==> src/hw/rtl/assert_macros.svh <==
// Assertion macros shared by the RTL; they compile to nothing in synthesis.
`ifndef ASSERT_MACROS_SVH
`define ASSERT_MACROS_SVH
`ifndef SYNTHESIS
// Property must hold at every rising clock edge outside reset.
`define ASSERT_CLK(label, prop, clk, rst_n, msg) \
  label: assert property (@(posedge clk) disable iff (!rst_n) prop) else $error(msg);
// Condition must never be seen at a rising clock edge outside reset.
`define ASSERT_NEVER(label, cond, clk, rst_n, msg) \
  label: assert property (@(posedge clk) disable iff (!rst_n) !(cond)) else $error(msg);
`else
`define ASSERT_CLK(label, prop, clk, rst_n, msg)
`define ASSERT_NEVER(label, cond, clk, rst_n, msg)
`endif
`endif

==> src/hw/rtl/smnf_pkg.sv <==
// Package of the sliding median normal filter: sizes, entry type and cell control.
`timescale 1ns / 1ps
`default_nettype none
package smnf_pkg;

  localparam int NORM_W      = 16;
  localparam int CURV_W      = 16;
  localparam int WINDOW_LEN  = 5;
  localparam int MEDIAN_RANK = WINDOW_LEN / 2;
  localparam int IDX_W       = $clog2(WINDOW_LEN);
  localparam int ENTRY_W     = 3 * NORM_W + CURV_W;

  // One window entry: curvature in the top bits, then z, y and x.
  typedef struct packed {
    logic        [CURV_W-1:0] curvature;
    logic signed [NORM_W-1:0] z;
    logic signed [NORM_W-1:0] y;
    logic signed [NORM_W-1:0] x;
  } entry_t;

  typedef entry_t [WINDOW_LEN-1:0]              entry_vec_t;
  typedef logic   [WINDOW_LEN-1:0][CURV_W-1:0]  curv_vec_t;

  // Update command broadcast to every cell of the window.
  typedef struct packed {
    logic load_all;  // first normal with nonzero curvature: every cell takes a copy
    logic shift;     // later normals with nonzero curvature: cells move one place older
  } cell_ctrl_t;

endpackage
`default_nettype wire

==> src/hw/rtl/smnf_in_if.sv <==
// Input channel interface: one surface normal per transfer.
`timescale 1ns / 1ps
`default_nettype none
interface smnf_in_if;
  logic                                valid;
  logic                                ready;
  logic signed [smnf_pkg::NORM_W-1:0]  norm_x_in;
  logic signed [smnf_pkg::NORM_W-1:0]  norm_y_in;
  logic signed [smnf_pkg::NORM_W-1:0]  norm_z_in;
  logic        [smnf_pkg::CURV_W-1:0]  curvature_in;

  modport source (output valid, output norm_x_in, output norm_y_in, output norm_z_in,
                  output curvature_in, input ready);
  modport sink   (input valid, input norm_x_in, input norm_y_in, input norm_z_in,
                  input curvature_in, output ready);
endinterface
`default_nettype wire

==> src/hw/rtl/smnf_out_if.sv <==
// Output channel interface: one filtered normal per transfer.
`timescale 1ns / 1ps
`default_nettype none
interface smnf_out_if;
  logic                                valid;
  logic                                ready;
  logic signed [smnf_pkg::NORM_W-1:0]  norm_x_out;
  logic signed [smnf_pkg::NORM_W-1:0]  norm_y_out;
  logic signed [smnf_pkg::NORM_W-1:0]  norm_z_out;
  logic        [smnf_pkg::CURV_W-1:0]  curvature_out;

  modport source (output valid, output norm_x_out, output norm_y_out, output norm_z_out,
                  output curvature_out, input ready);
  modport sink   (input valid, input norm_x_out, input norm_y_out, input norm_z_out,
                  input curvature_out, output ready);
endinterface
`default_nettype wire

==> src/hw/rtl/sliding_median_normal_filter_core.sv <==
// Top level of the sliding median normal filter: cell chain, control and output stage.
// The filter takes one surface normal per clock cycle and gives, for each normal with
// nonzero curvature, the entry of the last five whose curvature is the median (of equal
// curvatures, the newer entry ranks lower); the first such normal after reset fills the
// window and comes back unchanged. A normal with zero curvature is taken and dropped
// without a result. The window takes a normal at the edge of its transfer in, the
// cells rank the new window in the following cycle and the median is loaded into the
// output register once that register is free. The shift of one normal overlaps the
// ranking of the previous one, so the throughput is one normal per cycle for as long as
// the output side takes results; while a result waits in the output register and the
// next median is ready, the input is held off.
`timescale 1ns / 1ps
`default_nettype none
`include "assert_macros.svh"
module sliding_median_normal_filter_core (
  input  logic       clk_i,
  input  logic       rst_ni,
  smnf_in_if.sink    norm_i,
  smnf_out_if.source median_o
);
  import smnf_pkg::*;

  logic                  primed_q;
  logic                  primed_d;
  logic                  pend_q;
  logic                  pend_d;
  logic                  in_xfer;
  logic                  item_ok;
  logic                  advance;
  logic                  out_free;
  cell_ctrl_t            cell_ctrl;
  entry_t                new_entry;
  entry_vec_t            entries;
  curv_vec_t             curv_all;
  logic [WINDOW_LEN-1:0] sel;

  // Input transfer and the window command it causes.
  assign in_xfer  = norm_i.valid && norm_i.ready;
  assign item_ok  = in_xfer && (norm_i.curvature_in != '0);
  assign advance  = pend_q && out_free;
  assign norm_i.ready = !pend_q || out_free;

  assign cell_ctrl.load_all = item_ok && !primed_q;
  assign cell_ctrl.shift    = item_ok && primed_q;

  assign new_entry.x         = norm_i.norm_x_in;
  assign new_entry.y         = norm_i.norm_y_in;
  assign new_entry.z         = norm_i.norm_z_in;
  assign new_entry.curvature = norm_i.curvature_in;

  // Primed flag and the flag for a window awaiting its median.
  assign primed_d = primed_q || item_ok;
  assign pend_d   = item_ok ? 1'b1 : (advance ? 1'b0 : pend_q);

  always_ff @(posedge clk_i or negedge rst_ni) begin
    if (!rst_ni) begin
      primed_q <= 1'b0;
      pend_q   <= 1'b0;
    end else begin
      primed_q <= primed_d;
      pend_q   <= pend_d;
    end
  end

  // Chain of cells, newest at index zero.
  for (genvar i = 0; i < WINDOW_LEN; i++) begin : g_cell
    assign curv_all[i] = entries[i].curvature;

    smnf_cell u_cell (
      .clk_i        (clk_i),
      .ctrl_i       (cell_ctrl),
      .new_entry_i  (new_entry),
      .prev_entry_i ((i == 0) ? new_entry : entries[(i == 0) ? 0 : i - 1]),
      .idx_i        (IDX_W'(i)),
      .curv_all_i   (curv_all),
      .entry_o      (entries[i]),
      .sel_o        (sel[i])
    );
  end

  // Median selection into the output register.
  smnf_out_stage u_out (
    .clk_i     (clk_i),
    .rst_ni    (rst_ni),
    .load_i    (advance),
    .sel_i     (sel),
    .entries_i (entries),
    .free_o    (out_free),
    .out_o     (median_o)
  );

  // Checks on the control logic.
  `ASSERT_NEVER(a_ctrl_excl, cell_ctrl.load_all && cell_ctrl.shift, clk_i, rst_ni, "load and shift together")
  `ASSERT_CLK(a_load_primes, cell_ctrl.load_all |=> primed_q, clk_i, rst_ni, "window not primed after load")
  `ASSERT_CLK(a_pend_held, (pend_q && !out_free) |-> !norm_i.ready, clk_i, rst_ni, "input taken over pending window")
  `ASSERT_CLK(a_out_from_pend, $rose(median_o.valid) |-> $past(pend_q), clk_i, rst_ni, "result without pending window")

endmodule
`default_nettype wire

==> src/hw/rtl/smnf_cell.sv <==
// One window cell: holds an entry, passes it to the older neighbour and ranks it.
`timescale 1ns / 1ps
`default_nettype none
module smnf_cell (
  input  logic                           clk_i,
  input  smnf_pkg::cell_ctrl_t           ctrl_i,
  input  smnf_pkg::entry_t               new_entry_i,
  input  smnf_pkg::entry_t               prev_entry_i,
  input  logic [smnf_pkg::IDX_W-1:0]     idx_i,
  input  smnf_pkg::curv_vec_t            curv_all_i,
  output smnf_pkg::entry_t               entry_o,
  output logic                           sel_o
);
  import smnf_pkg::*;

  entry_t           entry_q;
  entry_t           entry_d;
  logic [IDX_W-1:0] rank;

  // Entry update: copy on priming, take the newer neighbour's entry on a shift.
  always_comb begin
    entry_d = entry_q;
    if (ctrl_i.load_all) begin
      entry_d = new_entry_i;
    end else if (ctrl_i.shift) begin
      entry_d = prev_entry_i;
    end
  end

  always_ff @(posedge clk_i) begin
    entry_q <= entry_d;
  end

  // Rank: entries with smaller curvature, or equal curvature and newer, count below.
  always_comb begin
    int cnt;
    cnt = 0;
    for (int j = 0; j < WINDOW_LEN; j++) begin
      if ((curv_all_i[j] < entry_q.curvature) ||
          ((curv_all_i[j] == entry_q.curvature) && (j < int'(idx_i)))) begin
        cnt = cnt + 1;
      end
    end
    rank = IDX_W'(cnt);
  end

  assign sel_o   = (rank == IDX_W'(MEDIAN_RANK));
  assign entry_o = entry_q;

endmodule
`default_nettype wire

==> src/hw/rtl/smnf_out_stage.sv <==
// Output register: picks the median cell's entry and holds it until transferred.
`timescale 1ns / 1ps
`default_nettype none
module smnf_out_stage (
  input  logic                               clk_i,
  input  logic                               rst_ni,
  input  logic                               load_i,
  input  logic [smnf_pkg::WINDOW_LEN-1:0]    sel_i,
  input  smnf_pkg::entry_vec_t               entries_i,
  output logic                               free_o,
  smnf_out_if.source                         out_o
);
  import smnf_pkg::*;

  entry_t             out_q;
  entry_t             out_d;
  logic               valid_q;
  logic               valid_d;
  logic [ENTRY_W-1:0] pick;

  // Exactly one cell flags itself as the median; AND-OR select its entry.
  always_comb begin
    pick = '0;
    for (int i = 0; i < WINDOW_LEN; i++) begin
      pick = pick | (entries_i[i] & {ENTRY_W{sel_i[i]}});
    end
  end

  assign free_o  = !valid_q || out_o.ready;
  assign out_d   = load_i ? entry_t'(pick) : out_q;
  assign valid_d = load_i ? 1'b1 : (out_o.ready ? 1'b0 : valid_q);

  always_ff @(posedge clk_i or negedge rst_ni) begin
    if (!rst_ni) begin
      valid_q <= 1'b0;
    end else begin
      valid_q <= valid_d;
    end
  end

  always_ff @(posedge clk_i) begin
    out_q <= out_d;
  end

  assign out_o.valid         = valid_q;
  assign out_o.norm_x_out    = out_q.x;
  assign out_o.norm_y_out    = out_q.y;
  assign out_o.norm_z_out    = out_q.z;
  assign out_o.curvature_out = out_q.curvature;

endmodule
`default_nettype wire
==> src/flat_wrapper.sv <==
// flat-port wrapper written by rule: the top's interface ports become plain ports
module sliding_median_normal_filter_core_flat import smnf_pkg::*;
  (clk_i, rst_ni, norm_i_valid, norm_i_norm_x_in, norm_i_norm_y_in, norm_i_norm_z_in, norm_i_curvature_in, norm_i_ready, median_o_valid, median_o_norm_x_out, median_o_norm_y_out, median_o_norm_z_out, median_o_curvature_out, median_o_ready);
  smnf_in_if norm_i_i ();
  smnf_out_if median_o_i ();
  input  logic clk_i;
  input  logic rst_ni;
  input wire logic [$bits(norm_i_i.valid)-1:0] norm_i_valid;
  input wire logic [$bits(norm_i_i.norm_x_in)-1:0] norm_i_norm_x_in;
  input wire logic [$bits(norm_i_i.norm_y_in)-1:0] norm_i_norm_y_in;
  input wire logic [$bits(norm_i_i.norm_z_in)-1:0] norm_i_norm_z_in;
  input wire logic [$bits(norm_i_i.curvature_in)-1:0] norm_i_curvature_in;
  output wire logic [$bits(norm_i_i.ready)-1:0] norm_i_ready;
  output wire logic [$bits(median_o_i.valid)-1:0] median_o_valid;
  output wire logic [$bits(median_o_i.norm_x_out)-1:0] median_o_norm_x_out;
  output wire logic [$bits(median_o_i.norm_y_out)-1:0] median_o_norm_y_out;
  output wire logic [$bits(median_o_i.norm_z_out)-1:0] median_o_norm_z_out;
  output wire logic [$bits(median_o_i.curvature_out)-1:0] median_o_curvature_out;
  input wire logic [$bits(median_o_i.ready)-1:0] median_o_ready;
  assign norm_i_i.valid = norm_i_valid;
  assign norm_i_i.norm_x_in = norm_i_norm_x_in;
  assign norm_i_i.norm_y_in = norm_i_norm_y_in;
  assign norm_i_i.norm_z_in = norm_i_norm_z_in;
  assign norm_i_i.curvature_in = norm_i_curvature_in;
  assign norm_i_ready = norm_i_i.ready;
  assign median_o_valid = median_o_i.valid;
  assign median_o_norm_x_out = median_o_i.norm_x_out;
  assign median_o_norm_y_out = median_o_i.norm_y_out;
  assign median_o_norm_z_out = median_o_i.norm_z_out;
  assign median_o_curvature_out = median_o_i.curvature_out;
  assign median_o_i.ready = median_o_ready;
  sliding_median_normal_filter_core u_core (.clk_i(clk_i), .rst_ni(rst_ni), .norm_i(norm_i_i), .median_o(median_o_i));
endmodule
==> config.mk <==
export PLATFORM = sky130hd
export DESIGN_NAME = sliding_median_normal_filter_core_flat
export DESIGN_NICKNAME = d
export VERILOG_FILES = /design/src/hw/rtl/smnf_pkg.sv /design/src/hw/rtl/smnf_in_if.sv /design/src/hw/rtl/smnf_out_if.sv /design/src/hw/rtl/sliding_median_normal_filter_core.sv /design/src/hw/rtl/smnf_cell.sv /design/src/hw/rtl/smnf_out_stage.sv /design/src/flat_wrapper.sv
export VERILOG_INCLUDE_DIRS = /design/src /design/src/hw/rtl
export SDC_FILE = /design/constraint.sdc
export NUM_CORES = 1
export LEC_CHECK = 0
export ABC_AREA = 1
export ABC_CLOCK_PERIOD_IN_PS = 10840
export BUFFER_PORTS_ARGS = -buffer_cell sky130_fd_sc_hd__buf_2
export CAP_MARGIN = 20
export CORE_AREA = 5 5 196 198
export CTS_BUF_LIST = sky130_fd_sc_hd__clkbuf_2
export CTS_CLUSTER_SIZE = 20
export DETAILED_ROUTE_END_ITERATION = 10
export DIE_AREA = 0 0 201 203
export GPL_TIMING_DRIVEN = 0
export PLACE_DENSITY = 0.79
export SYNTH_ARGS = -nofsm -noshare
export SYNTH_HDL_FRONTEND = slang
export SYNTH_SLANG_ARGS = --single-unit
==> constraint.sdc <==
create_clock -name clk_i -period 10.84 [get_ports clk_i]
set_input_delay 0 -clock clk_i [delete_from_list [all_inputs] [get_ports clk_i]]
set_output_delay 0 -clock clk_i [all_outputs]
set_load 0.02 [all_outputs]
After elaboration in Yosys (flattened, before gate mapping)
Cells that the tools add are included.

cells by class
  $add $sub $neg = 20
  multiply operators = 0
  div/mod/pow operators = 0
  $lt $le $gt $ge = 25
  eq/ne operators = 15
  shifts and indexed selects = 0
  muxes and demuxes = 39
  bitwise logic cells = 9
  reductions and logical operators = 25

operators with widths
  cell                   number
  $mux W64               10
  $lt A16 B16 Y1         25
  $and A64 B64 Y64       5
  $or A64 B64 Y64        4
  $eq A16 B16 Y1         10
  $mux W3                20
  $add A3 B2 Y3 const B  15
  $reduce_bool A16 Y1    1
  $eq A3 B2 Y1 const B   5
  $logic_or A1 B1 Y1     13
  $add A1 B1 Y2 const B  5
  $mux W1                9
  $reduce_bool A2 Y1     3
  $logic_and A1 B1 Y1    5
  $logic_not A1 Y1       3

word-level totals
  flip-flop bits (word level) = 387
  latch bits = 0
  bits in writable memories = 0
  memory bits (read-only) = 0
  input port bits = 68
  output and inout port bits = 66
  word-level logic and storage cells = 160
  memories = 0

Depth between registers and ports, before layout
  depth after elaboration = 17
  mapped depth = 27
  gate-level depth less buffers = 26

Cells and area by module
Synthesis repeated with hierarchy kept, for this count alone.

unflattened totals
  cell total of the unflattened synthesis = 3813
  area total of the unflattened synthesis = 29582.1 um2

modules (own cells, without submodules)
  module                             times used  cells each  area an instance (um2)  seq. area each (um2)
  smnf_cell                          5           595         4865.9                  1921.8
  smnf_out_stage                     1           808         5087.4                  1946.9
  sliding_median_normal_filter_core  1           30          165.2                   50.0

Worst setup path before layout
OpenSTA, ideal clock, no wires.

  path kind = register -> register
  start = register u_core.u_out.valid_q, in the netlist u_core.u_out.out_o.valid
  end = register u_core.primed_q
  library setup time = 0.106 ns
  arrival = 8.055 ns
  data required time = 10.734 ns
  path slack = 2.679 ns
  stages on the path, launching flop included = 8
  path buffers = 1
  clock period less this slack = 8.161 ns
  path through = dfrtp_1 > nand2_1 > nor2_1 > inv_1 > nand3_1 > clkbuf_1 > inv_1 > or2_2

on the way
  longest elaborated chain between the ends = 6

RTL lines
  what                    line                                     source
  start, declared         smnf_out_stage.sv:17                     logic valid_q;
  start signal, assigned  smnf_out_stage.sv:37                     valid_q <= valid_d;
  $logic_not A1 Y1        smnf_out_stage.sv:29                     assign free_o = !valid_q || out_o.ready;
  $logic_or A1 B1 Y1      smnf_out_stage.sv:29
  $logic_or A1 B1 Y1      sliding_median_normal_filter_core.sv:41  assign norm_i.ready = !pend_q || out_free;
  net norm_i_ready        flat_wrapper.sv:13                       output wire logic [$bits(norm_i_i.ready)-1:0] norm_i_ready;
  $logic_and A1 B1 Y1     sliding_median_normal_filter_core.sv:38  assign in_xfer = norm_i.valid && norm_i.ready;
  $logic_and A1 B1 Y1     sliding_median_normal_filter_core.sv:39  assign item_ok = in_xfer && (norm_i.curvature_in != '0);
  $logic_or A1 B1 Y1      sliding_median_normal_filter_core.sv:52  assign primed_d = primed_q || item_ok;
  net u_core.primed_d     sliding_median_normal_filter_core.sv:24  logic primed_d;
  end signal, assigned    sliding_median_normal_filter_core.sv:60  primed_q <= primed_d;
  end, declared           sliding_median_normal_filter_core.sv:23  logic primed_q;

The timed path passes the listed nets, and every way through them passes these cells.
A chain may end at the register's enable or synchronous reset.

Worst setup path in the final report
  start = register u_core.g_cell[0].u_cell.entry_q, in the netlist u_core.g_cell[0].u_cell.entry_o[63]
  end = register u_core.u_out.out_q, in the netlist u_core.u_out.out_o.curvature_out[13], data pin

on the way
  longest elaborated chain between the ends = 17
  elaborated cells between the ends (all ways) = 76
  those cells by class = 20 x add/sub; 9 x order compare; 9 x eq/ne; 25 x mux; 9 x bitwise; 4 x reduce/logical

RTL lines
  what                                              line                              source
  start, declared                                   smnf_cell.sv:16                   entry_t entry_q;
  start signal, assigned                            smnf_cell.sv:31                   entry_q <= entry_d;
  $lt A16 B16 Y1 or $eq A16 B16 Y1 (tied branches)  smnf_cell.sv:39, smnf_cell.sv:40
  $logic_or A1 B1 Y1                                smnf_cell.sv:39                   if ((curv_all_i[j] < entry_q.curvature) ||
  $mux W1                                           smnf_cell.sv:39
  $add A1 B1 Y2                                     smnf_cell.sv:41                   cnt = cnt + 1;
  $mux W3                                           smnf_cell.sv:39
  $add A3 B2 Y3                                     smnf_cell.sv:41
  $mux W3                                           smnf_cell.sv:39
  $add A3 B2 Y3                                     smnf_cell.sv:41
  $mux W3                                           smnf_cell.sv:39
  $add A3 B2 Y3                                     smnf_cell.sv:41
  $mux W3                                           smnf_cell.sv:39
  $eq A3 B2 Y1                                      smnf_cell.sv:47                   assign sel_o = (rank == IDX_W'(MEDIAN_RANK));
  $and A64 B64 Y64                                  smnf_out_stage.sv:25              pick = pick | (entries_i[i] & {ENTRY_W{sel_i[i]}});
  $or A64 B64 Y64 (3 in series)                     smnf_out_stage.sv:25
  $or A64 B64 Y64 *                                 smnf_out_stage.sv:25
  net u_core.u_out.pick[61]                         smnf_out_stage.sv:19              logic [ENTRY_W-1:0] pick;
  end signal, assigned                              smnf_out_stage.sv:42              out_q <= out_d;
  end, declared                                     smnf_out_stage.sv:15              entry_t out_q;

Mark *: on every way through the listed nets, which the timed path passes. The rest lies on a longest branch.

==> summary.txt <==
Floorplanning
  • Rows: 70
  • Die Height: 203 um
  • Starting Density: 59.58%
  • Die ar.: 40800 um2
  • # IOs: 134
  • Chip width: 201 um
  • Core area: 36350 um2

CTS
  • Worst-path clk slew: 0.10 ns
  • CTS buffer count: 100
  • Worst skew pair latency: 1.07 ns
  • CTS Buffer Depth: 3
  • CTS tree: done
  • # clock sinks: 387
  • CTS H-tree lvls: 3
  • Setup bufs post-CTS: 0
  • Root buffer cell: clkbuf_2

Critical path
  • Critical path class: reg2reg
  • Flop2flop setup slack: 6.04 ns
  • R2R depth: 22
  • Crit-path cells: inv_1, ha_1, a21oi_1, o21ai_0, a21oi_1, nand2_1, a31oi_1, ha_1, inv_1, nand4_1, nand2_1, inv_1, ha_1, inv_1, nor2_1, nand2_1, nand2_2, buf_2, nand3_1, nand2_1, inv_1, nand2_1
  • Critical Path AT: 5.65 ns
  • RR Endpoint: u_core.u_out.out_o.curvature_out[13]
  • Critical path launch point: u_core.g_cell[0].u_cell.entry_o[63]
  • Crit path capture: u_core.u_out.out_o.curvature_out[13]
  • Worst Setup Start Kind: flip-flop
  • Reg2reg start: u_core.g_cell[0].u_cell.entry_o[63]
  • CP max stage delay: 0.39 ns
  • Setup crit end kind: flip-flop
  • CP top delay family: compound AO/OA/AOI/OAI gates
  • Worst Path Buf+Inv: 6
  • Critical Path Slowest Stage Cell: a31oi_1
  • Crit Path Max Fanout: 10
  • Worst Path Required: 11.69 ns
  • CP Depth: 22

GRT
  • Grt ovf: 0
  • Total GRT Usage: 30.49%
  • Largest net degree at the start of global routing: 125
  • First-pass GRT wire length: 99260 um
  • Vias in the first global route: 18.64k
  • Initial antenna violation count: 1

Pwr
  • Lkg Pwr: 11.64 nW
  • Maximum VDD drop: 0.1410 mV
  • Total power divided by cell area: 184.8 nW/um2
  • Tot Pwr: 4.655 mW

Yosys
  • Synth warn: 0
  • Post-synth ARST share: 0.7752%
  • Post-Syn Nets: 2610
  • Post-synthesis cell count: 2367
  • Synthesized area: 21660 um2
  • Seq/Total Area, Yosys: 53.59%
  • Synth Register Bits: 387
  • Synth cell types: 32
  • Number of synthesized flops with an enable pin: 384
  • Mapped Avg Cell Area: 9.150 um2
  • Main synth FF type: edfxtp_1

Drt
  • 1st-iter DRT viols: 2080
  • Residual DRC: 0
  • Routed WL: 63540 um
  • Drt pass-1 iters: 6
  • Metal2 WL: 30350 um
  • Routed Antenna Nets: 0
  • Vias per cell: 5.783
  • DR top layer: met4
  • Met3 wire length: 5396 um
  • Wire per inst: 19.42 um
  • Via total after detailed routing: 18.92k
  • Met1 WL: 25750 um

Timing
  • Fin crit share: 44.27%
  • Final number of setup-violating endpoints: 0
  • Min Tclk post-route: 4.799 ns
  • Final hold viol count: 0
  • RSZ-0062 raised after global routing: no
  • Worst relative slew slack: 29.36%
  • Slew Viols, Final: 0
  • Setup slack after layout: 6.041 ns
  • Worst slew pin tran: 1.050 ns
  • Worst Skew: 0.07976 ns
  • Fmax: 208.4 MHz

Place
  • PortBufs: 133
  • Post-place setup slack: 6.306 ns
  • GPL Wtd Cong: 0.9679
  • Post-DP HPWL: 42350 um

Cells and area
  • Syn-to-layout area delta: 16.27%
  • Final Core Density: 69.28%
  • Ratio of cells with drive above 1 in the final layout: 12.70%
  • Layout Nets: 2982

Worst hold path
  • Min-Delay Path Class: in2reg

Flow run
  • Max Cap Violations: 0

Status
  • Status: finished clean
layout by cell type (no fill, tap or decap), types with 3 or more instances in the layout:
master and instances:
edfxtp_1 384, nand2_2 6, clkbuf_2 142, clkbuf_1 44, o21ai_0 272, o221ai_1 4, buf_16 3, clkinv_2 3
nor3_1 10, ha_1 175, nand3_1 292, a31oi_1 4, a211oi_1 3, dlygate4sd3_1 133, dfrtp_1 3, clkinv_1 17
nand2_1 583, nor4_1 4, buf_2 188, o21a_1 6, nand3b_1 3, nand4_1 14, inv_2 3, a21oi_1 71
inv_1 243, buf_1 7, nor2_1 168
synth_stat cells (7+ instances only):
cell type	instances	share of area [%]
nand2_1	583	10
edfxtp_1	384	53
nand3_1	292	6.7
o21ai_0	272	6.3
inv_1	244	4.2
ha_1	175	10
nor2_1	168	2.9
a21oi_1	72	1.7
buf_2	55	1.3
clkbuf_1	44	0.76
nand4_1	14	0.40
nor3_1	10	0.23
buf_1	7	0.12
worst register-to-register path, cell delays in order (launching register included):
cell and delay (ns):
edfxtp_1 0.37, inv_1 0.24, ha_1 0.30, a21oi_1 0.24, o21ai_0 0.23, a21oi_1 0.38, nand2_1 0.21, a31oi_1 0.39
ha_1 0.34, inv_1 0.08, nand4_1 0.09, nand2_1 0.11, inv_1 0.07, ha_1 0.27, inv_1 0.04, nor2_1 0.10
nand2_1 0.08, nand2_2 0.27, buf_2 0.39, nand3_1 0.12, nand2_1 0.11, inv_1 0.04, nand2_1 0.12
how the worst min path moves through the flow:
stage                      start                        to  slack (ns)  depth (start not counted)
finish              norm_i_valid             u_core.pend_q        0.15                          4
global route        norm_i_valid             u_core.pend_q        0.13                          4
CTS                 norm_i_valid             u_core.pend_q        0.03                          4
detailed placement        rst_ni             u_core.pend_q       -0.17                          1
global placement          rst_ni  u_core.u_out.out_o.valid       -0.17                          1
floorplan                 rst_ni             u_core.pend_q       -0.30                          0
where the power goes:
part           internal [mW]  leakage (nW)  total, mW  switching, mW
Sequential              1.93          3.74       2.02         0.0835
Clock                  0.350         0.641      0.965          0.615
Combinational          0.505          7.25       1.67           1.17
flip-flops by register name, summed over array words and instances (netlist names):
signal,count
u_core.g_cell.u_cell.entry_o,320
u_core.primed_q,1
u_core.u_out.out_o.curvature_out,16
u_core.u_out.out_o.norm_z_out,16
u_core.u_out.out_o.valid,1
u_core.u_out.out_o.norm_x_out,16
u_core.u_out.out_o.norm_y_out,16
u_core.pend_q,1
per-stage QoR:
stage / std cells / area, um2 / hold slack (ns) / TNS (ns)
global route: 3272 / 25180 / 0.1303 / 0
CTS: 3271 / 25180 / 0.03295 / 0
floorplan: 2367 / 21660 / -0.2956 / 0
global placement: 2968 / 22910 / -0.1717 / -48.23
finish: 3272 / 25180 / 0.1497 / 0
detailed placement: 2972 / 23030 / -0.1678 / 0
layer usage:
metal,vias to the layer above,GRT usage [%]
met1,8801,39.85
met3,179,5.207
met2,1024,51.27
met4,0,11.92
li1,8917,-
met5,-,0
timing repair:
item                      CTS  global route
hold endpoints to repair  389             0
resized for setup           0             0
hold buffers              133             0
area by class of cell:
type | instances | area, um2
clock inverter | 24 | 107.6
tap | 468 | 585.6
timing repair buffer | 270 | 2100
antenna | 1 | 2.502
inverter | 246 | 930.9
buffer | 106 | 466.7
clock buffer | 142 | 710.7
sequential | 387 | 11610
multi-input combinational | 1628 | 8672
fill | 2864 | 11170
cell families after synthesis:
| logic type | count (synthesis) | synth area share, % |
|---|---|---|
| AOI/OAI and AO/OA | 368 | 8.805 |
| buffers and inverters | 352 | 6.419 |
| xor gates and xnor gates | 1 | 0.1271 |
| DFF | 387 | 53.59 |
| and+or+nand+nor | 1084 | 20.95 |
| adders and majority gates | 175 | 10.11 |
Power figures use the tool's default switching activity.
